**config.mk**
```make
export PLATFORM = sky130hd
export DESIGN_NAME = audio_level_bar_display
export DESIGN_NICKNAME = d
export VERILOG_FILES = /design/src/rtl/alb_pkg.sv /design/src/rtl/audio_level_bar_display.sv /design/src/rtl/alb_ram.sv /design/src/rtl/alb_window.sv /design/src/rtl/alb_render.sv
export SDC_FILE = /design/constraint.sdc
export NUM_CORES = 1
export LEC_CHECK = 0
export BUFFER_PORTS_ARGS = -buffer_cell sky130_fd_sc_hd__buf_2
export CAP_MARGIN = 10
export CORE_MARGIN = 3
export CORE_UTILIZATION = 42
export CTS_CLUSTER_DIAMETER = 80
export DETAILED_ROUTE_END_ITERATION = 8
export SETUP_SLACK_MARGIN = 0.15
export SKIP_LAST_GASP = 1
export SYNTH_ARGS = -nofsm -noshare
export SYNTH_HDL_FRONTEND = slang
export SYNTH_SLANG_ARGS = --single-unit
```
**constraint.sdc**
```tcl
create_clock -name clk -period 22 [get_ports clk]
set_clock_uncertainty 0.05 [all_clocks]
set_input_delay 2.2 -clock clk [delete_from_list [all_inputs] [get_ports clk]]
set_output_delay 2.2 -clock clk [all_outputs]
set_load 0.02 [all_outputs]
```
**src/rtl/alb_pkg.sv**
```systemverilog
package alb_pkg;

	// sizes of the meter and of the grid
	localparam int HISTORY_LEN = 20;
	localparam int SAMPLE_BITS = 10;
	localparam int GRID_ROWS   = 20;
	localparam int GRID_COLS   = 10;
	localparam int LEVEL_W     = 4;
	localparam int LEVEL_MAX   = 9;
	localparam int LEVEL_GAIN  = 11;
	localparam int PIX_W       = 24;

	localparam int ROW_W  = $clog2(GRID_ROWS);
	localparam int HIST_W = $clog2(HISTORY_LEN);
	localparam int MOD_W  = ((HIST_W > ROW_W) ? HIST_W : ROW_W) + 1;

	// display modes
	localparam logic MODE_LEVEL    = 1'b0;
	localparam logic MODE_TIMELINE = 1'b1;

	typedef logic [LEVEL_W-1:0] level_t;
	typedef logic [PIX_W-1:0]   pixel_t;

	// window result handed to the renderer
	typedef struct packed {
		logic   start;
		level_t level;
	} lvl_t;

	// colour of each level / column
	function automatic pixel_t palette(input level_t idx);
		pixel_t c;
		case (idx)
			4'd0:    c = 24'h3d01a4;
			4'd1:    c = 24'h0247fe;
			4'd2:    c = 24'h0392ce;
			4'd3:    c = 24'h66b032;
			4'd4:    c = 24'hd0ea2b;
			4'd5:    c = 24'hfefe33;
			4'd6:    c = 24'hfabc02;
			4'd7:    c = 24'hfb9902;
			4'd8:    c = 24'hfd5308;
			4'd9:    c = 24'hfe2712;
			default: c = 24'h000000;
		endcase
		return c;
	endfunction

endpackage

```
**src/rtl/audio_level_bar_display.sv**
```systemverilog
// A window-end beat starts the row sequencer; each row then passes the read stage
// and the result register, one row per cycle for 20 rows while not stalled.
// Input: one sample per cycle while in_ready is high; a window end holds in_ready low
// until the last of the 20 history reads leaves the read stage.
// Output stalls lengthen this. The one RAM read port sets the row rate.
// Reset: min/max reload, write position and mode cleared, history reads as
// zero through per-entry valid bits, so no clearing pass is needed.
module audio_level_bar_display (
	input  logic                              clk,
	input  logic                              arst_n,
	input  logic                              in_valid,
	output logic                              in_ready,
	input  logic [alb_pkg::SAMPLE_BITS-1:0]   sample,
	input  logic                              window_end,
	input  logic                              cfg_valid,
	output logic                              cfg_ready,
	input  logic                              cfg_data,
	output logic                              out_valid,
	input  logic                              out_ready,
	output logic [alb_pkg::ROW_W-1:0]         row_y,
	output alb_pkg::pixel_t                   pixel_0,
	output alb_pkg::pixel_t                   pixel_1,
	output alb_pkg::pixel_t                   pixel_2,
	output alb_pkg::pixel_t                   pixel_3,
	output alb_pkg::pixel_t                   pixel_4,
	output alb_pkg::pixel_t                   pixel_5,
	output alb_pkg::pixel_t                   pixel_6,
	output alb_pkg::pixel_t                   pixel_7,
	output alb_pkg::pixel_t                   pixel_8,
	output alb_pkg::pixel_t                   pixel_9,
	output logic                              last_row
);
	import alb_pkg::*;

	logic                   mode_q;
	logic                   busy;
	logic                   accept;
	lvl_t                   lvl;
	pixel_t [GRID_COLS-1:0] pixels;

	// mode register, always writable
	assign cfg_ready = 1'b1;

	always_ff @(posedge clk or negedge arst_n) begin
		if (!arst_n) begin
			mode_q <= MODE_LEVEL;
		end else if (cfg_valid && cfg_ready) begin
			mode_q <= cfg_data;
		end
	end

	assign in_ready = !busy;
	assign accept   = in_valid && in_ready;

	alb_window u_window (
		.clk       (clk),
		.arst_n    (arst_n),
		.accept    (accept),
		.sample    (sample),
		.window_end(window_end),
		.lvl       (lvl)
	);

	alb_render u_render (
		.clk      (clk),
		.arst_n   (arst_n),
		.lvl      (lvl),
		.mode     (mode_q),
		.busy     (busy),
		.out_valid(out_valid),
		.out_ready(out_ready),
		.row_y    (row_y),
		.pixels   (pixels),
		.last_row (last_row)
	);

	assign pixel_0 = pixels[0];
	assign pixel_1 = pixels[1];
	assign pixel_2 = pixels[2];
	assign pixel_3 = pixels[3];
	assign pixel_4 = pixels[4];
	assign pixel_5 = pixels[5];
	assign pixel_6 = pixels[6];
	assign pixel_7 = pixels[7];
	assign pixel_8 = pixels[8];
	assign pixel_9 = pixels[9];

endmodule

```
**src/rtl/alb_ram.sv**
```systemverilog
module alb_ram #(
	parameter int DEPTH = 20,
	parameter int WIDTH = 4,
	parameter int AW    = $clog2(DEPTH)
) (
	input  logic             clk,
	input  logic             we,
	input  logic [AW-1:0]    waddr,
	input  logic [WIDTH-1:0] wdata,
	input  logic             re,
	input  logic [AW-1:0]    raddr,
	output logic [WIDTH-1:0] rdata
);

	logic [WIDTH-1:0] mem [DEPTH];

	// one write port, one registered read port
	always_ff @(posedge clk) begin
		if (we) begin
			mem[waddr] <= wdata;
		end
		if (re) begin
			rdata <= mem[raddr];
		end
	end

endmodule

```
**src/rtl/alb_window.sv**
```systemverilog
module alb_window (
	input  logic                              clk,
	input  logic                              arst_n,
	input  logic                              accept,
	input  logic [alb_pkg::SAMPLE_BITS-1:0]   sample,
	input  logic                              window_end,
	output alb_pkg::lvl_t                     lvl
);
	import alb_pkg::*;

	localparam logic [SAMPLE_BITS:0] FULL = {1'b1, {SAMPLE_BITS{1'b0}}};
	localparam int PW = SAMPLE_BITS + LEVEL_W;

	logic [SAMPLE_BITS:0]   min_q;
	logic [SAMPLE_BITS-1:0] max_q;
	logic [SAMPLE_BITS:0]   nmin;
	logic [SAMPLE_BITS-1:0] nmax;
	logic [SAMPLE_BITS-1:0] p2p;
	logic [PW-1:0]          prod;
	level_t                 raw;

	// min and max updated independently with this beat
	assign nmin = ({1'b0, sample} < min_q) ? {1'b0, sample} : min_q;
	assign nmax = (sample > max_q) ? sample : max_q;

	// level = p2p * 11 >> SAMPLE_BITS, clamped; nmin never exceeds nmax here
	assign p2p  = nmax - nmin[SAMPLE_BITS-1:0];
	assign prod = PW'(p2p) * PW'(LEVEL_GAIN);
	assign raw  = prod[PW-1:SAMPLE_BITS];

	always_comb begin
		lvl.start = accept & window_end;
		lvl.level = (raw > level_t'(LEVEL_MAX)) ? level_t'(LEVEL_MAX) : raw;
	end

	// window trackers, reloaded at the end mark
	always_ff @(posedge clk or negedge arst_n) begin
		if (!arst_n) begin
			min_q <= FULL;
			max_q <= '0;
		end else if (accept) begin
			if (window_end) begin
				min_q <= FULL;
				max_q <= '0;
			end else begin
				min_q <= nmin;
				max_q <= nmax;
			end
		end
	end

	a_min_le_max: assert property (@(posedge clk) disable iff (!arst_n)
		accept |-> nmin <= {1'b0, nmax})
	else $error("window min above max after a sample");

endmodule

```
**src/rtl/alb_render.sv**
```systemverilog
module alb_render (
	input  logic                                     clk,
	input  logic                                     arst_n,
	input  alb_pkg::lvl_t                            lvl,
	input  logic                                     mode,
	output logic                                     busy,
	output logic                                     out_valid,
	input  logic                                     out_ready,
	output logic [alb_pkg::ROW_W-1:0]                row_y,
	output alb_pkg::pixel_t [alb_pkg::GRID_COLS-1:0] pixels,
	output logic                                     last_row
);
	import alb_pkg::*;

	localparam logic [ROW_W-1:0] ROW_LAST = ROW_W'(GRID_ROWS - 1);
	localparam logic [HIST_W-1:0] POS_LAST = HIST_W'(HISTORY_LEN - 1);

	// history bookkeeping
	logic [HISTORY_LEN-1:0] vld_q;
	logic [HIST_W-1:0]      wpos_q;
	logic [HIST_W-1:0]      pos_q;
	level_t                 level_q;

	// row sequencer
	logic             active_q;
	logic [ROW_W-1:0] row_q;
	logic             advance;
	logic             issue;

	// read stage
	logic             valid_s1;
	logic [ROW_W-1:0] row_s1;
	logic             hit_s1;
	level_t           rdata;

	// address of the level shown on the current row
	logic [MOD_W-1:0]  age;
	logic [MOD_W-1:0]  sum;
	logic [MOD_W-1:0]  wrapped;
	logic [HIST_W-1:0] k;
	logic              in_hist;

	// result register
	logic                         out_valid_q;
	logic [ROW_W-1:0]             row_y_q;
	logic                         last_q;
	pixel_t [GRID_COLS-1:0]       pix_q;
	level_t                       shown;

	assign advance = !out_valid_q || out_ready;
	assign issue   = active_q && advance;
	assign busy    = active_q || valid_s1;

	always_comb begin
		age     = MOD_W'(ROW_LAST) - MOD_W'(row_q);
		in_hist = age < MOD_W'(HISTORY_LEN);
		sum     = MOD_W'(pos_q) + MOD_W'(HISTORY_LEN) - age;
		wrapped = (sum >= MOD_W'(HISTORY_LEN)) ? sum - MOD_W'(HISTORY_LEN) : sum;
		k       = wrapped[HIST_W-1:0];
	end

	alb_ram #(
		.DEPTH(HISTORY_LEN),
		.WIDTH(LEVEL_W)
	) u_hist (
		.clk  (clk),
		.we   (lvl.start),
		.waddr(wpos_q),
		.wdata(lvl.level),
		.re   (issue),
		.raddr(k),
		.rdata(rdata)
	);

	// store the new level, then walk the rows
	always_ff @(posedge clk or negedge arst_n) begin
		if (!arst_n) begin
			vld_q    <= '0;
			wpos_q   <= '0;
			pos_q    <= '0;
			level_q  <= '0;
			active_q <= 1'b0;
			row_q    <= '0;
		end else if (lvl.start) begin
			vld_q[wpos_q] <= 1'b1;
			pos_q         <= wpos_q;
			level_q       <= lvl.level;
			wpos_q        <= (wpos_q == POS_LAST) ? '0 : wpos_q + 1'b1;
			active_q      <= 1'b1;
			row_q         <= '0;
		end else if (issue) begin
			row_q <= row_q + 1'b1;
			if (row_q == ROW_LAST) begin
				active_q <= 1'b0;
			end
		end
	end

	// read stage, holds while the result register is full and not taken
	always_ff @(posedge clk or negedge arst_n) begin
		if (!arst_n) begin
			valid_s1 <= 1'b0;
		end else if (advance) begin
			valid_s1 <= issue;
		end
	end

	always_ff @(posedge clk) begin
		if (issue) begin
			row_s1 <= row_q;
			hit_s1 <= in_hist && vld_q[k];
		end
	end

	// unwritten entries read as zero
	assign shown = hit_s1 ? rdata : '0;

	// result register
	always_ff @(posedge clk or negedge arst_n) begin
		if (!arst_n) begin
			out_valid_q <= 1'b0;
		end else if (advance) begin
			out_valid_q <= valid_s1;
		end
	end

	always_ff @(posedge clk) begin
		if (advance && valid_s1) begin
			row_y_q <= row_s1;
			last_q  <= (row_s1 == ROW_LAST);
			for (int j = 0; j < GRID_COLS; j++) begin
				if (mode == MODE_LEVEL) begin
					pix_q[j] <= palette(level_q);
				end else if (shown > level_t'(j)) begin
					pix_q[j] <= palette(level_t'(j));
				end else begin
					pix_q[j] <= '0;
				end
			end
		end
	end

	assign out_valid = out_valid_q;
	assign row_y     = row_y_q;
	assign last_row  = last_q;
	assign pixels    = pix_q;

	// a new window never lands on a frame still being read
	a_start_idle: assert property (@(posedge clk) disable iff (!arst_n)
		lvl.start |-> !active_q && !valid_s1)
	else $error("window end taken while rows still pending");

	a_start_row0: assert property (@(posedge clk) disable iff (!arst_n)
		lvl.start |=> active_q && row_q == '0)
	else $error("frame did not start at row zero");

	a_last_issue: assert property (@(posedge clk) disable iff (!arst_n)
		issue && row_q == ROW_LAST |=> !active_q)
	else $error("sequencer ran past the last row");

	a_stall_hold: assert property (@(posedge clk) disable iff (!arst_n)
		valid_s1 && !advance |=> valid_s1 && $stable(row_s1))
	else $error("read stage lost a row under stall");

endmodule
```
==> impl_metrics.tcl <==
set metrics [dict create \
    status "finished clean" \
    r2r_cells 26 \
    yosysSeqAreaShare_pct 58.75 \
    fin_tns_setup_ns 0 \
    cp-endpoint "u_render.u_hist.mem[4][2]" \
    synth_cell_type_count 72 \
    crit_path_start_kind "primary input" \
    clock_tree.buffer_depth 3 \
    drtIter0Drc 483 \
    ys.warnings.count 0 \
    synth_area_um2 14790 \
    clk_pin_slew_ns 0.06 \
    ff_latch_area_um2 8690 \
    arrival_ns 8.66 \
    r2r_end "u_render.u_hist.mem[4][2]" \
    cp.required_ns 22.36 \
    worstReg2RegStart "u_window.min_q[9]" \
    grt_remaining_overflow 0 \
    async_reset_ff_share_pct 21.33 \
    min_from "u_render.row_s1[0]" \
    setup_viol 0 \
    grt_max_degree 80 \
    synth_area_leaders "edfxtp_1 (48%), dfrtp_1 (11%), ha_1 (6.2%), buf_4 (5.1%), mux4_2 (4.6%)" \
    drive_gt1_share_pct 30.01 \
    syn_avg_cell_area_um2 12.54 \
    n_antenna_cell 0 \
    relSlewSlack_pct 21.99 \
    crit_type "in2reg" \
    numCtsBuffers 31 \
    die_w_um 193.7 \
    syn_nets 1277 \
    cts-root-buf "clkbuf_16" \
    rsz0062_at_grt "false" \
    worst_pin_slew_ns 1.168 \
    cts_tree "yes" \
    routed_wirelength_mm 32.65 \
    clk_latency_ns 0.57 \
    multi_input_area_um2 4800 \
    holdBufCountCts 0 \
    grt_pass1_wl_mm 52.25 \
    maxSlewViolCount 0 \
    syn2layout_area_growth_pct 13.85 \
    ios 266 \
    ant_nets 0 \
    nNetsFinal 1448 \
    yosysMostFrequentCell "edfxtp_1" \
    finalHoldViolCount 0 \
    period_share_pct 37.76 \
    cap_violations 0 \
    hpwl_mm 23.48 \
    rrSetupSlack_ns 14.95 \
    wl_per_cell_um 17.83 \
    die_h_um 193.7 \
    drc 0 \
    syn-instance-count 1180 \
    rows 68 \
    via_per_inst 4.996 \
    yosysTopAreaCellShare_pct 47.91 \
    fillers 3151 \
    end_kind "flop" \
    portBuffers 264 \
    post_cts_resized 0 \
    gp_congestion 0.8434 \
    grt_pass1_vias 9186 \
    die-area_um2 37510 \
    track_usage_pct 17.22 \
    synth_common_cells "edfxtp_1 (236), nand2_1 (158), inv_1 (106)" \
    critPathLaunch "sample[2]" \
    cts_setup_buffers 0 \
    synth_edf_count 236 \
    grt_antenna_before_repair 0 \
    synth_seq_cells 300 \
    max_freq_mhz 120.4 \
    min_period_ns 8.308 \
    synth_area_leader_cell "edfxtp_1" \
    firstDrtPassIters 5 \
    core_area_um2 34630 \
    worstPathMaxFanout 22 \
    cts_num_sinks 300 \
    via_count 9148 \
    ys.flop_type "edfxtp_1" \
    h-tree-depth 1 \
    hold_class "reg2reg" \
    start_util_pct 42.72 \
]
==> worst min-delay path by stage <==
stage | cells past startpoint | slack [ns] | endpoint
2_1_floorplan | 0 | 0.37 | u_render.row_y[0]
6_report | 0 | 0.40 | u_render.row_y[0]
5_1_grt | 0 | 0.41 | u_render.row_y[1]
3_3_place_gp | 0 | 0.38 | u_render.row_y[0]
3_5_place_dp | 0 | 0.39 | u_render.row_y[0]
4_1_cts | 0 | 0.40 | u_render.row_y[0]
==> worst max-delay path, cell delays in order <==
cell	delay [ns]
buf_2	0.13
ha_1	0.30
a21o_1	0.11
a31oi_1	0.05
o31a_2	0.38
a21oi_4	0.63
mux2i_1	0.38
ha_1	0.31
a211o_1	0.27
o22ai_1	0.12
a31oi_1	0.06
o211ai_1	0.24
nand2_1	0.08
a211oi_1	0.27
xor2_1	0.31
ha_1	0.29
ha_1	0.32
xor2_1	0.17
ha_1	0.30
o21a_1	0.11
o21a_1	0.16
o2111ai_1	0.21
nand3_1	0.15
a31oi_1	0.28
xnor2_1	0.09
nor2_1	0.51
buf_6	0.23
==> layer usage <==
layer	wire length (µm)	global-route usage, %	part of all wire, %	vias to the layer above
met3	1615	2.433	4.9	54
li1	-	-	-	4376
met1	13640	21.96	42	4468
met5	0	0	0	-
met2	16630	30.86	51	250
met4	767	4.715	2.3	0
==> state kept, by name, summed over array words and instances (netlist names) <==
| register | cells |
|---|---|
| u_render.pixels | 140 |
| u_render.u_hist.mem | 80 |
| u_render.vld_q | 20 |
| u_window.min_q | 11 |
| u_window.max_q | 10 |
| u_render.pos_q | 5 |
| u_render.row_q | 5 |
| u_render.row_s1 | 5 |
| u_render.row_y | 5 |
| u_render.wpos_q | 5 |
| u_render.level_q | 4 |
| u_render.u_hist.rdata | 4 |
| mode_q | 1 |
| u_render.active_q | 1 |
| u_render.hit_s1 | 1 |
| u_render.last_row | 1 |
| u_render.out_valid | 1 |
| u_render.valid_s1 | 1 |
==> cells in the final DEF, fill, tap and decap left out, types with 4 or more instances in the layout <==
| cell | count |
|---|---|
| buf_2 | 264 |
| edfxtp_1 | 236 |
| nand2_1 | 158 |
| inv_1 | 106 |
| ha_1 | 73 |
| dfrtp_1 | 63 |
| nor2_1 | 61 |
| o21ai_0 | 37 |
| clkbuf_16 | 31 |
| mux4_2 | 30 |
| a21oi_1 | 27 |
| or2_2 | 24 |
| nand3_1 | 22 |
| o22ai_1 | 16 |
| nand2b_1 | 14 |
| xnor2_1 | 13 |
| clkbuf_1 | 13 |
| xor2_1 | 12 |
| o21bai_1 | 11 |
| mux2_2 | 11 |
| buf_4 | 11 |
| mux2i_1 | 10 |
| a21o_1 | 9 |
| a31oi_1 | 7 |
| fa_1 | 7 |
| nand3b_1 | 6 |
| and2_1 | 6 |
| nor2b_1 | 6 |
| nand4_1 | 5 |
| a211oi_1 | 4 |
| xnor2_2 | 4 |
| nor3_1 | 4 |
| clkbuf_8 | 4 |
==> cell families after synthesis <==
family / share of synthesized area [%]
buffers and inverters: 8.873
adder cells (fa/ha/maj): 7.122
AND/OR/NAND/NOR: 10.02
other: 0.02535
multiplexers: 6.479
XOR/XNOR: 1.920
AO/OA/AOI/OAI: 6.818
flip-flops: 58.75
==> area by class of cell <==
type,count,share of cell area [%]
Sequential cell,300,51.60
Multi-Input combinational cell,636,28.50
Timing Repair Buffer,276,8.403
Clock buffer,48,5.223
Tap cell,455,3.381
Inverter,106,2.363
Clock inverter,10,0.5275
==> through the flow <==
| stage | setup slack [ns] | util, % | instance area [µm²] | instances | hold WS, ns |
|---|---|---|---|---|---|
| 2_1_floorplan | 12.93 | - | 14790 | 1180 | 0.3680 |
| 3_3_place_gp | 13.07 | 45.80 | 15860 | 1772 | 0.3803 |
| 3_5_place_dp | 12.84 | 45.80 | 15860 | 1772 | 0.3897 |
| 4_1_cts | 13.37 | 48.60 | 16830 | 1830 | 0.4045 |
| 5_1_grt | 13.17 | 48.63 | 16840 | 1831 | 0.4122 |
| 6_report | 13.69 | 48.63 | 16840 | 1831 | 0.3999 |
Power is not shown: default switching activity piles up to over one toggle a cycle in this logic, so the estimate is an artifact.
